--- src/hdl/adsr_pkg.sv ---
// types, constants and codes shared by the adsr envelope generator
package adsr_pkg;

  // amplitude format: unsigned q1.frac
  localparam int AMP_FRAC_BITS = 16;
  localparam int AMP_BITS      = AMP_FRAC_BITS + 1;
  localparam logic [AMP_BITS-1:0] AMP_ONE = AMP_BITS'(1) << AMP_FRAC_BITS;

  // duration registers and time stamps
  localparam int TICK_BITS      = 24;
  localparam int TIME_TICK_BITS = 32;
  localparam int TIME_BITS_DEF  = 32;

  // configuration port
  localparam int CFG_IDX_BITS  = 2;
  localparam int CFG_DATA_BITS = 24;

  typedef enum logic [CFG_IDX_BITS-1:0] {
    REG_ATTACK  = 2'd0,
    REG_DECAY   = 2'd1,
    REG_SUSTAIN = 2'd2,
    REG_RELEASE = 2'd3
  } cfg_reg_t;

  // reset values of the configuration registers
  localparam logic [TICK_BITS-1:0] ATTACK_RST  = 24'd441;
  localparam logic [TICK_BITS-1:0] DECAY_RST   = 24'd441;
  localparam logic [AMP_BITS-1:0]  SUSTAIN_RST = 17'd52429;
  localparam logic [TICK_BITS-1:0] RELEASE_RST = 24'd441;

  // function codes of an input item
  localparam logic [1:0] FUNC_QUERY    = 2'd0;
  localparam logic [1:0] FUNC_NOTE_ON  = 2'd1;
  localparam logic [1:0] FUNC_NOTE_OFF = 2'd2;

  // envelope segments
  typedef enum logic [2:0] {
    SEG_ATTACK  = 3'd0,
    SEG_DECAY   = 3'd1,
    SEG_SUSTAIN = 3'd2,
    SEG_RELEASE = 3'd3,
    SEG_SILENT  = 3'd4
  } segment_t;

  // input item
  typedef struct packed {
    logic [1:0]                func;
    logic [TIME_TICK_BITS-1:0] time_tick;
  } in_item_t;

  // result item
  typedef struct packed {
    logic [AMP_BITS-1:0] amplitude;
    logic [2:0]          segment;
  } out_item_t;

endpackage

--- src/hdl/adsr_envelope_generator_unit.sv ---
// adsr envelope generator: state update, segment select and serial scaled divider
//
//  channel | direction | handshake            | payload
//  in      | input     | in_valid / in_ready  | in_data   (func, time_tick)
//  out     | output    | out_valid / out_ready| out_data  (amplitude, segment)
//  cfg     | input     | cfg_we               | cfg_index, cfg_data
//
// an item passes from acceptance through time differences, range compares and segment
// select, then the bit-serial multiply-divide unit, one amplitude bit per step, and
// last the load of the output register. the next item is accepted the cycle after that
// load at the earliest: no item is taken before the last one is loaded. rst_n is
// synchronous and clears control state, the note state and the configuration registers
// to their defaults. a result waits in the output register while the next item is
// accepted; a stalled result holds the unit in its last state.
module adsr_envelope_generator_unit #(
  parameter int TIME_BITS = adsr_pkg::TIME_BITS_DEF
) (
  input  logic                                    clk,
  input  logic                                    rst_n,
  input  logic                                    in_valid,
  output logic                                    in_ready,
  input  adsr_pkg::in_item_t                      in_data,
  output logic                                    out_valid,
  input  logic                                    out_ready,
  output adsr_pkg::out_item_t                     out_data,
  input  logic                                    cfg_we,
  input  logic [adsr_pkg::CFG_IDX_BITS-1:0]       cfg_index,
  input  logic [adsr_pkg::CFG_DATA_BITS-1:0]      cfg_data
);

  localparam int AB  = adsr_pkg::AMP_BITS;
  localparam int TB  = adsr_pkg::TICK_BITS;
  localparam int IW  = (TIME_BITS > adsr_pkg::TIME_TICK_BITS) ?
                       TIME_BITS : adsr_pkg::TIME_TICK_BITS;
  localparam int EW  = (TIME_BITS > TB) ? TIME_BITS : TB;
  localparam int XW  = TB + 3;
  localparam int CW  = $clog2(AB + 1);

  typedef enum logic [5:0] {
    ST_IDLE = 6'b000001,
    ST_DIFF = 6'b000010,
    ST_CMP  = 6'b000100,
    ST_SEL  = 6'b001000,
    ST_DIV  = 6'b010000,
    ST_DONE = 6'b100000
  } state_t;

  state_t                state_r, state_nxt;

  // configuration registers
  logic [TB-1:0]         attack_r, decay_r, release_r;
  logic [AB-1:0]         sustain_r;

  // note state
  logic [TIME_BITS-1:0]  on_time_r, off_time_r;
  logic                  held_r;

  // datapath registers
  logic [TIME_BITS-1:0]  t_r, life_r, since_off_r;
  logic [EW:0]           la_r, rmr_r;
  adsr_pkg::segment_t    seg_r;
  logic [AB-1:0]         a_r, q_r;
  logic [TB-1:0]         b_r, div_r, rem_r;
  logic [CW-1:0]         cnt_r;
  logic                  out_valid_r;
  adsr_pkg::out_item_t   out_data_r;

  logic                  in_acc;
  logic                  out_load;
  logic [IW-1:0]         t_ext;
  logic [TIME_BITS-1:0]  t_in;
  logic [EW-1:0]         life_ext, since_ext;
  logic [EW:0]           lad;
  logic [XW-1:0]         x, d1, d2;
  logic [AB-1:0]         amp;
  logic [AB-1:0]         sus_in;
  logic [TB-1:0]         dur_in;

  assign in_ready  = (state_r == ST_IDLE);
  assign in_acc    = in_valid && in_ready;
  assign out_load  = (state_r == ST_DONE) && (!out_valid_r || out_ready);
  assign out_valid = out_valid_r;
  assign out_data  = out_data_r;

  // time stamp cut or widened to TIME_BITS
  assign t_ext = IW'(in_data.time_tick);
  assign t_in  = t_ext[TIME_BITS-1:0];

  // config write values: zero duration reads as one, sustain saturates at full scale
  assign dur_in = (cfg_data[TB-1:0] == '0) ? TB'(1) : cfg_data[TB-1:0];
  assign sus_in = (cfg_data[AB-1:0] > adsr_pkg::AMP_ONE) ? adsr_pkg::AMP_ONE :
                  cfg_data[AB-1:0];

  // configuration registers
  always_ff @(posedge clk) begin
    if (!rst_n) begin
      attack_r  <= adsr_pkg::ATTACK_RST;
      decay_r   <= adsr_pkg::DECAY_RST;
      sustain_r <= adsr_pkg::SUSTAIN_RST;
      release_r <= adsr_pkg::RELEASE_RST;
    end else if (cfg_we) begin
      unique case (adsr_pkg::cfg_reg_t'(cfg_index))
        adsr_pkg::REG_ATTACK:  attack_r  <= dur_in;
        adsr_pkg::REG_DECAY:   decay_r   <= dur_in;
        adsr_pkg::REG_SUSTAIN: sustain_r <= sus_in;
        adsr_pkg::REG_RELEASE: release_r <= dur_in;
        default: ;
      endcase
    end
  end

  // note state update on an accepted item
  always_ff @(posedge clk) begin
    if (!rst_n) begin
      on_time_r  <= '0;
      off_time_r <= '0;
      held_r     <= 1'b0;
    end else if (in_acc) begin
      case (in_data.func)
        adsr_pkg::FUNC_NOTE_ON: begin
          on_time_r <= t_in;
          held_r    <= 1'b1;
        end
        adsr_pkg::FUNC_NOTE_OFF: begin
          off_time_r <= t_in;
          held_r     <= 1'b0;
        end
        default: ;
      endcase
    end
  end

  // sequencer
  always_comb begin
    state_nxt = state_r;
    unique case (state_r)
      ST_IDLE: if (in_acc) state_nxt = ST_DIFF;
      ST_DIFF: state_nxt = ST_CMP;
      ST_CMP:  state_nxt = ST_SEL;
      ST_SEL:  state_nxt = ST_DIV;
      ST_DIV:  if (cnt_r == CW'(1)) state_nxt = ST_DONE;
      ST_DONE: if (out_load) state_nxt = ST_IDLE;
      default: state_nxt = ST_IDLE;
    endcase
  end

  always_ff @(posedge clk) begin
    if (!rst_n) state_r <= ST_IDLE;
    else        state_r <= state_nxt;
  end

  // elapsed times widened for the compares
  assign life_ext  = EW'(life_r);
  assign since_ext = EW'(since_off_r);
  assign lad       = {1'b0, la_r[EW-1:0]} - (EW + 1)'(decay_r);

  // multiply-divide step: x = 2*rem + bit*b, then take off D or 2*D where it fits
  assign x  = {2'b00, rem_r, 1'b0} + (a_r[AB-1] ? XW'(b_r) : '0);
  assign d1 = x - XW'(div_r);
  assign d2 = x - XW'({div_r, 1'b0});

  // time differences, segment select and serial unit
  always_ff @(posedge clk) begin
    if (in_acc) t_r <= t_in;
    unique case (state_r)
      ST_DIFF: begin
        life_r      <= t_r - on_time_r;
        since_off_r <= t_r - off_time_r;
      end
      ST_CMP: begin
        la_r  <= {1'b0, life_ext} - (EW + 1)'(attack_r);
        rmr_r <= {1'b0, since_ext} - (EW + 1)'(release_r);
      end
      ST_SEL: begin
        rem_r <= '0;
        q_r   <= '0;
        cnt_r <= CW'(AB);
        if (la_r[EW]) begin
          // attack: life * one / attack
          seg_r <= adsr_pkg::SEG_ATTACK;
          a_r   <= adsr_pkg::AMP_ONE;
          b_r   <= life_ext[TB-1:0];
          div_r <= attack_r;
        end else if (lad[EW]) begin
          // decay: (one - sustain) * (life - attack) / decay
          seg_r <= adsr_pkg::SEG_DECAY;
          a_r   <= adsr_pkg::AMP_ONE - sustain_r;
          b_r   <= la_r[TB-1:0];
          div_r <= decay_r;
        end else if (held_r) begin
          seg_r <= adsr_pkg::SEG_SUSTAIN;
          a_r   <= '0;
          b_r   <= '0;
          div_r <= release_r;
        end else if (rmr_r[EW]) begin
          // release: sustain * (release - since_off) / release
          seg_r <= adsr_pkg::SEG_RELEASE;
          a_r   <= sustain_r;
          b_r   <= release_r - since_ext[TB-1:0];
          div_r <= release_r;
        end else begin
          seg_r <= adsr_pkg::SEG_SILENT;
          a_r   <= '0;
          b_r   <= '0;
          div_r <= release_r;
        end
      end
      ST_DIV: begin
        a_r   <= {a_r[AB-2:0], 1'b0};
        cnt_r <= cnt_r - CW'(1);
        if (!d2[XW-1]) begin
          rem_r <= d2[TB-1:0];
          q_r   <= {q_r[AB-2:0], 1'b0} + AB'(2);
        end else if (!d1[XW-1]) begin
          rem_r <= d1[TB-1:0];
          q_r   <= {q_r[AB-2:0], 1'b0} + AB'(1);
        end else begin
          rem_r <= x[TB-1:0];
          q_r   <= {q_r[AB-2:0], 1'b0};
        end
      end
      default: ;
    endcase
  end

  // amplitude from the quotient by segment
  always_comb begin
    case (seg_r)
      adsr_pkg::SEG_ATTACK:  amp = q_r;
      adsr_pkg::SEG_DECAY:   amp = adsr_pkg::AMP_ONE - q_r;
      adsr_pkg::SEG_SUSTAIN: amp = sustain_r;
      adsr_pkg::SEG_RELEASE: amp = q_r;
      default:               amp = '0;
    endcase
  end

  // output register
  always_ff @(posedge clk) begin
    if (!rst_n) begin
      out_valid_r <= 1'b0;
    end else if (out_load) begin
      out_valid_r <= 1'b1;
    end else if (out_ready) begin
      out_valid_r <= 1'b0;
    end
  end

  always_ff @(posedge clk) begin
    if (out_load) begin
      out_data_r.amplitude <= amp;
      out_data_r.segment   <= seg_r;
    end
  end

endmodule

--- config.mk ---
export PLATFORM = sky130hd
export DESIGN_NAME = adsr_envelope_generator_unit
export DESIGN_NICKNAME = d
export VERILOG_FILES = /design/src/hdl/adsr_pkg.sv /design/src/hdl/adsr_envelope_generator_unit.sv
export SDC_FILE = /design/constraint.sdc
export NUM_CORES = 1
export LEC_CHECK = 0
export BUFFER_PORTS_ARGS = -buffer_cell sky130_fd_sc_hd__buf_2
export CORE_AREA = 4 4 242 244
export CTS_CLUSTER_SIZE = 24
export DETAILED_ROUTE_END_ITERATION = 12
export DIE_AREA = 0 0 246 248
export PLACE_DENSITY = 0.64
export SLEW_MARGIN = 10
export SYNTH_ARGS = -nofsm -noshare
export SYNTH_HDL_FRONTEND = slang
export SYNTH_SLANG_ARGS = --single-unit
--- constraint.sdc ---
create_clock -name clk -period 7.5 [get_ports clk]
set_clock_uncertainty 0.1 [all_clocks]
set_input_delay 0.375 -clock clk [delete_from_list [all_inputs] [get_ports clk]]
set_output_delay 0.375 -clock clk [all_outputs]
set_load 0.01 [all_outputs]
# [Yosys cells after proc, flatten, opt, wreduce, memory -nomap -nowiden]
# Cells that the tools add are included.
[totals] register_bits=457 out_inout_bits=22 elab_cells=111
[classes] n_lt_le_gt_ge=1 mux=32 reduce_logical=21 n_eq_ne=18 add_sub_neg=14
[op_table] operator="$mux W24" count=10
[op_table] operator="$mux W17" count=7
[op_table] operator="$sub A32 B24 Y33" count=3
[op_table] operator="$pmux W17 S2" count=2
[op_table] operator="$sub A32 B32 Y32" count=2
[op_table] operator="$pmux W17 S3" count=1
[op_table] operator="$pmux W24 S2" count=1
[op_table] operator="$pmux W6 S6" count=1
[op_table] operator="$sub A17 B17 Y17 const A" count=2
[op_table] operator="$sub A26 B24 Y27" count=1
[op_table] operator="$sub A26 B25 Y27" count=1
[op_table] operator="$add A25 B24 Y26" count=1
[op_table] operator="$logic_not A24 Y1" count=1
[op_table] operator="$sub A24 B24 Y24" count=1
[op_table] operator="$mux W6" count=3
[op_table] operator="$add A17 B1 Y17 const B" count=1
[op_table] operator="$add A17 B2 Y17 const B" count=1
[op_table] operator="$gt A17 B17 Y1 const B" count=1
[op_table] operator="$reduce_and A2 Y1" count=7
[op_table] operator="$pmux W5 S2" count=1
[op_table] operator="$eq A2 B2 Y1 const B" count=3
[op_table] operator="$eq A3 B2 Y1 const B" count=2
[op_table] operator="$eq A6 B1 Y1 const B" count=1
[op_table] operator="$eq A6 B2 Y1 const B" count=1
[op_table] operator="23 further kinds" count=31

# [Depth between registers and ports, before layout]
[depth] ltp_word=6 mapped_depth=25

# [Worst setup path after synthesis]
# Ideal clock, no wire load.
[synth_path] path_kind="register -> register" start="reg state_r[0]" end="reg state_r[0]" slack_ps=734 arrival_ps=6548 required_time_ps=7282 synth_period_minus_slack_ps=6766 setup_ps=118 path_stages_with_launch=6 cell_sequence="dfxtp_1 or4_1 nor3b_1 or2_2 nor3_1 a31o_2"
[synth_via] elab_chain_cells=4
[synth_rtl] element="start, declared" line_no="adsr_envelope_generator_unit.sv:48" rtl="state_t state_r, state_nxt;"
[synth_rtl] element="start signal, assigned" line_no="adsr_envelope_generator_unit.sv:149" rtl="else state_r <= state_nxt;"
[synth_rtl] element="$eq A6 B6 Y1 / $eq A6 B1 Y1 (equally long branches)" line_no="adsr_envelope_generator_unit.sv:81, adsr_envelope_generator_unit.sv:136, adsr_envelope_generator_unit.sv:79"
[synth_rtl] element="$logic_and A1 B1 Y1, on equally long branches" line_no="adsr_envelope_generator_unit.sv:81, adsr_envelope_generator_unit.sv:80"
[synth_rtl] element="$ne A2 B2 Y1 (no line) / $ne A2 B1 Y1 (equally long branches)"
[synth_rtl] element="$reduce_and A3 Y1 (no line)"
# Several ways; a longest one is shown, not always the timed one.
# A chain may end at the register's enable or synchronous reset.

# [Final worst setup path]
[layout_path] start="reg a_r[16]" end="reg rem_r[0], data pin"
[layout_via] elab_chain_cells=6
[layout_rtl] element="start, declared" line_no="adsr_envelope_generator_unit.sv:62" rtl="logic [AB-1:0] a_r, q_r;"
[layout_rtl] element="start signal, assigned" line_no="adsr_envelope_generator_unit.sv:181" rtl="a_r <= adsr_pkg::AMP_ONE;"
[layout_rtl] element="start signal, assigned" line_no="adsr_envelope_generator_unit.sv:187" rtl="a_r <= adsr_pkg::AMP_ONE - sustain_r;"
[layout_rtl] element="start signal, assigned" line_no="adsr_envelope_generator_unit.sv:198" rtl="a_r <= sustain_r;"
[layout_rtl] element="$mux W24 *" line_no="adsr_envelope_generator_unit.sv:158" rtl="assign x = {2'b00, rem_r, 1'b0} + (a_r[AB-1] ? XW'(b_r) : '0);"
[layout_rtl] element="$add A25 B24 Y26 *" line_no="adsr_envelope_generator_unit.sv:158"
[layout_rtl] element="$sub A26 B24 Y27" line_no="adsr_envelope_generator_unit.sv:159" rtl="assign d1 = x - XW'(div_r);"
[layout_rtl] element="$mux W24" line_no="adsr_envelope_generator_unit.sv:214" rtl="end else if (!d1[XW-1]) begin"
[layout_rtl] element="$mux W24 *" line_no="adsr_envelope_generator_unit.sv:211" rtl="if (!d2[XW-1]) begin"
[layout_rtl] element="$pmux W24 S2 *" line_no="adsr_envelope_generator_unit.sv:165" rtl="unique case (state_r)"
[layout_rtl] element="end signal, assigned" line_no="adsr_envelope_generator_unit.sv:212" rtl="rem_r <= d2[TB-1:0];"
[layout_rtl] element="end signal, assigned" line_no="adsr_envelope_generator_unit.sv:215" rtl="rem_r <= d1[TB-1:0];"
[layout_rtl] element="end signal, assigned" line_no="adsr_envelope_generator_unit.sv:218" rtl="rem_r <= x[TB-1:0];"
[layout_rtl] element="end, declared" line_no="adsr_envelope_generator_unit.sv:63" rtl="logic [TB-1:0] b_r, div_r, rem_r;"
# Mark *: on every way between the ends. The rest lies on a longest branch, timed or not.

==> qor.csv <==
stage,metric,value,unit
outcome,status,"complete, no violations",
finish,Syn-to-layout area delta,12.2,%
finish,Ant. Diodes,0,
grt,global route overflow,0,
critical_path,RR Startpoint,a_r[16],
finish,post-layout util,0.546,
routing,Iter 0 DRT Violations,1821,
sta,max-slew violations,0,
critical_path,"slowest stage cell, crit path",o311ai_1,
critical_path,crit-path cells,and2_1 > ha_1 > inv_1 > fa_1 > nor2b_1 > o31a_1 > o41ai_2 > a21oi_1 > o21a_1 > o21a_1 > or2_0 > o311ai_1 > ha_1 > a21o_1 > a21o_1 > a21oi_1 > inv_1 > or3_1 > a31oi_2 > o22ai_4 > buf_4 > nand3_1 > mux2_1 > nor2_1,
yosys,asr flop ratio synth,0,
placement,routability-driven placement congestion ratio,0.945,
grt,vias in the first global route,21218,
yosys,ys flop type,edfxtp_1,
floorplanning,Die X,246,um
yosys,cell area after synthesis,0.0274,mm^2
clocking,Num CTS Buffers,49,
critical_path,CP startpoint,a_r[16],
clocking,hold_buf cts,49,
yosys,most frequent cells after synthesis,"404 x nand2_1, 264 x edfxtp_1, 255 x inv_1",
yosys,"area leader, netlist",edfxtp_1,
sta,Fin Setup TNS,0,ns
critical_path,critical path capture point type,flip-flop,
clocking,Worst-path clk slew,0.06,ns
grt,initial antenna violation count,0,
critical_path,Reg2Reg Depth,24,
routing,Vias,21733,
finish,Multi-input gate area,0.0148,mm^2
placement,post-place instance area,0.0285,mm^2
sta,Max Clk Rate,158,MHz
grt,GRT Total Usage,0.233,
clocking,clk_lat worst skew,0.60,ns
clocking,clk root buf,clkbuf_16,
clocking,cts repair resizes,0,
sta,Slew headroom,0.135,
sta,Final Hold Viols,0,
placement,DPL Wire Length,53.2,mm
sta,period utilization,0.845,
routing,wire per inst,18.5,um
yosys,Synth top area share,0.290,
grt,largest net degree at the start of global routing,89,
sta,setup violators final,0,
critical_path,Setup CP Type,flip-flop to flip-flop,
hold_path,type of the most critical hold path,input pin to flip-flop,
critical_path,crit path capture,rem_r[0],
placement,Placed Cells,3737,
finish,Register Area,0.0112,mm^2
power,"IR drop worst, VDD",0.183,mV
clocking,CTS Buffer Depth,3,
yosys,library cells used by synthesis,85,
routing,WL final,71.6,mm
critical_path,crit path DAT,6.69,ns
critical_path,CP Launch Type,flip-flop,
sta,Tightest Pin Transition,1.30,ns
floorplanning,Die H,248,um
yosys,leading post-synthesis cells by cell area,"edfxtp_1 29%, dfxtp_1 12%, ha_1 11%, nand2_1 5.5%, xnor2_1 4.5%",
clocking,clk sinks,425,
yosys,"EDFF count, synth",264,
yosys,syn_area_per_cell,9.15,um^2
power,leak pwr,11.8,nW
finish,share of cells above drive strength 1,0.0775,
routing,Routed Antenna Nets,0,
critical_path,crit-path max FO,24,
critical_path,max incr delay on CP,0.63,ns
floorplanning,die area,0.0610,mm^2
yosys,syn nets,3297,
finish,nets@finish,3387,
finish,Filler Cells Inserted,4999,
critical_path,WP data required,7.86,ns
floorplanning,core area,0.0563,mm^2
yosys,most frequent cell after synthesis,nand2_1,
clocking,htree depth,2,
floorplanning,I/O Pins,87,
routing,vias per inst,5.60,
grt,first-pass GRT wire length,115,mm
sta,RSZ-0062 raised after global routing,false,
yosys,post-synthesis cell count,2991,
critical_path,FF-to-FF End,rem_r[0],
yosys,"flops & latches, synth",425,
routing,DRT Pass-1 Iters,7,
yosys,Ys Warns,0,
sta,Tmin final,6.33,ns
yosys,sequential element share of the synthesized area,0.407,
finish,post-route design area,0.0307,mm^2
critical_path,R2R Setup Slk,1.17,ns
placement,Port Buffers,86,
clocking,Post-CTS Repair Setup Buffers,0,
routing,DRC Markers,0,
finish,Non-Filler Instances,3878,
floorplanning,Initial Utilization,0.486,
power,PwrDens,226,mW/mm^2
power,Total Power,0.00696,W
floorplanning,# rows,87,
run,Max-Cap Viols,0,
clocking,CTS tree,done,
## worst max-delay path: cells and delay by family (launching register included)
family	cells	cell delay [ns]
AO/OA/AOI/OAI	11	2.79
flip-flops	1	0.62
adder cells (fa/ha/maj)	3	0.84
AND/OR/NAND/NOR	6	1.07
buffers and inverters	3	0.43
multiplexers	1	0.33
## placed cells by master (no fill, tap or decap), types with 49 or more instances in the layout
| cell type | synthesis | layout |
|---|---|---|
| nand2_1 | 404 | 403 |
| buf_2 | 6 | 85 |
| ha_1 | 234 | 234 |
| nor2_1 | 159 | 157 |
| o21ai_0 | 110 | 110 |
| a211oi_1 | 79 | 79 |
| dlygate4sd3_1 | 0 | 49 |
| a21o_1 | 62 | 62 |
| xnor2_1 | 142 | 142 |
| edfxtp_1 | 264 | 264 |
| dfxtp_1 | 161 | 161 |
| a21oi_1 | 219 | 219 |
| clkbuf_16 | 0 | 54 |
| xor2_1 | 56 | 56 |
| inv_1 | 255 | 255 |
| a21boi_0 | 118 | 118 |
## cell type report
type                       count  area share
sequential                   425       0.363
clock buffer                  71      0.0490
clock inverter                21     0.00843
timing repair buffer         157      0.0354
multi-input combinational   2192       0.482
tap                          756      0.0308
inverter                     256      0.0313
## registers in the layout (all words and copies together), names as in the netlist, 6 cells and up
name,count
div_r,24
attack_r,24
b_r,24
on_time_r,32
la_r,33
t_r,32
life_ext,32
release_r,24
since_ext,32
sustain_r,17
decay_r,24
off_time_r,32
q_r,17
state_r,6
rem_r,24
a_r,17
out_data,20
## where the power goes
| part | switching (W) | leakage, nW | total, W | internal (W) |
|---|---|---|---|---|
| sequential | 0.0000986 | 3.62 | 0.00283 | 0.00273 |
| combinational | 0.000928 | 7.33 | 0.00157 | 0.000638 |
| clock | 0.00102 | 0.866 | 0.00256 | 0.00154 |
| total | 0.00205 | 11.8 | 0.00696 | 0.00491 |
## layer usage
layer  part of all wire  wire length (um)  GRT usage  vias to the layer above
met5                  0                 0          0                        -
met4              0.031              2240     0.0736                        0
met3              0.060              4310     0.0267                      114
met2               0.44             31600      0.371                      608
met1               0.47             33400      0.336                    10198
li1                   -                 -          -                    10813
## worst min path at each step
stage / start / to / depth (start not counted)
after global placement: off_time_r[13] / off_time_r[13] / 2
after CTS: cfg_data[15] / sustain_r[15] / 3
after global routing: cfg_data[15] / sustain_r[15] / 3
final: cfg_data[15] / sustain_r[15] / 3
after detailed placement: on_time_r[13] / on_time_r[13] / 2
after floorplan: seg_r[0] / out_data[0] / 0
## cell families after synthesis
kind of cell | after synthesis | share of synthesized area
flops | 425 | 0.407
mux | 30 | 0.0111
fa+ha+maj | 241 | 0.112
buf+inv | 374 | 0.0528
xor+xnor | 198 | 0.0633
simple gates | 897 | 0.152
compound gates | 826 | 0.201
## metrics by stage
step	setup slack (ns)	hold WS, ns
floorplan	0.734	0.324
global placement	1.40	0.340
detailed placement	1.24	0.345
CTS	1.16	0.00556
global route	0.615	0.0327
finish	1.17	0.0513
Power figures use the tool's default switching activity.
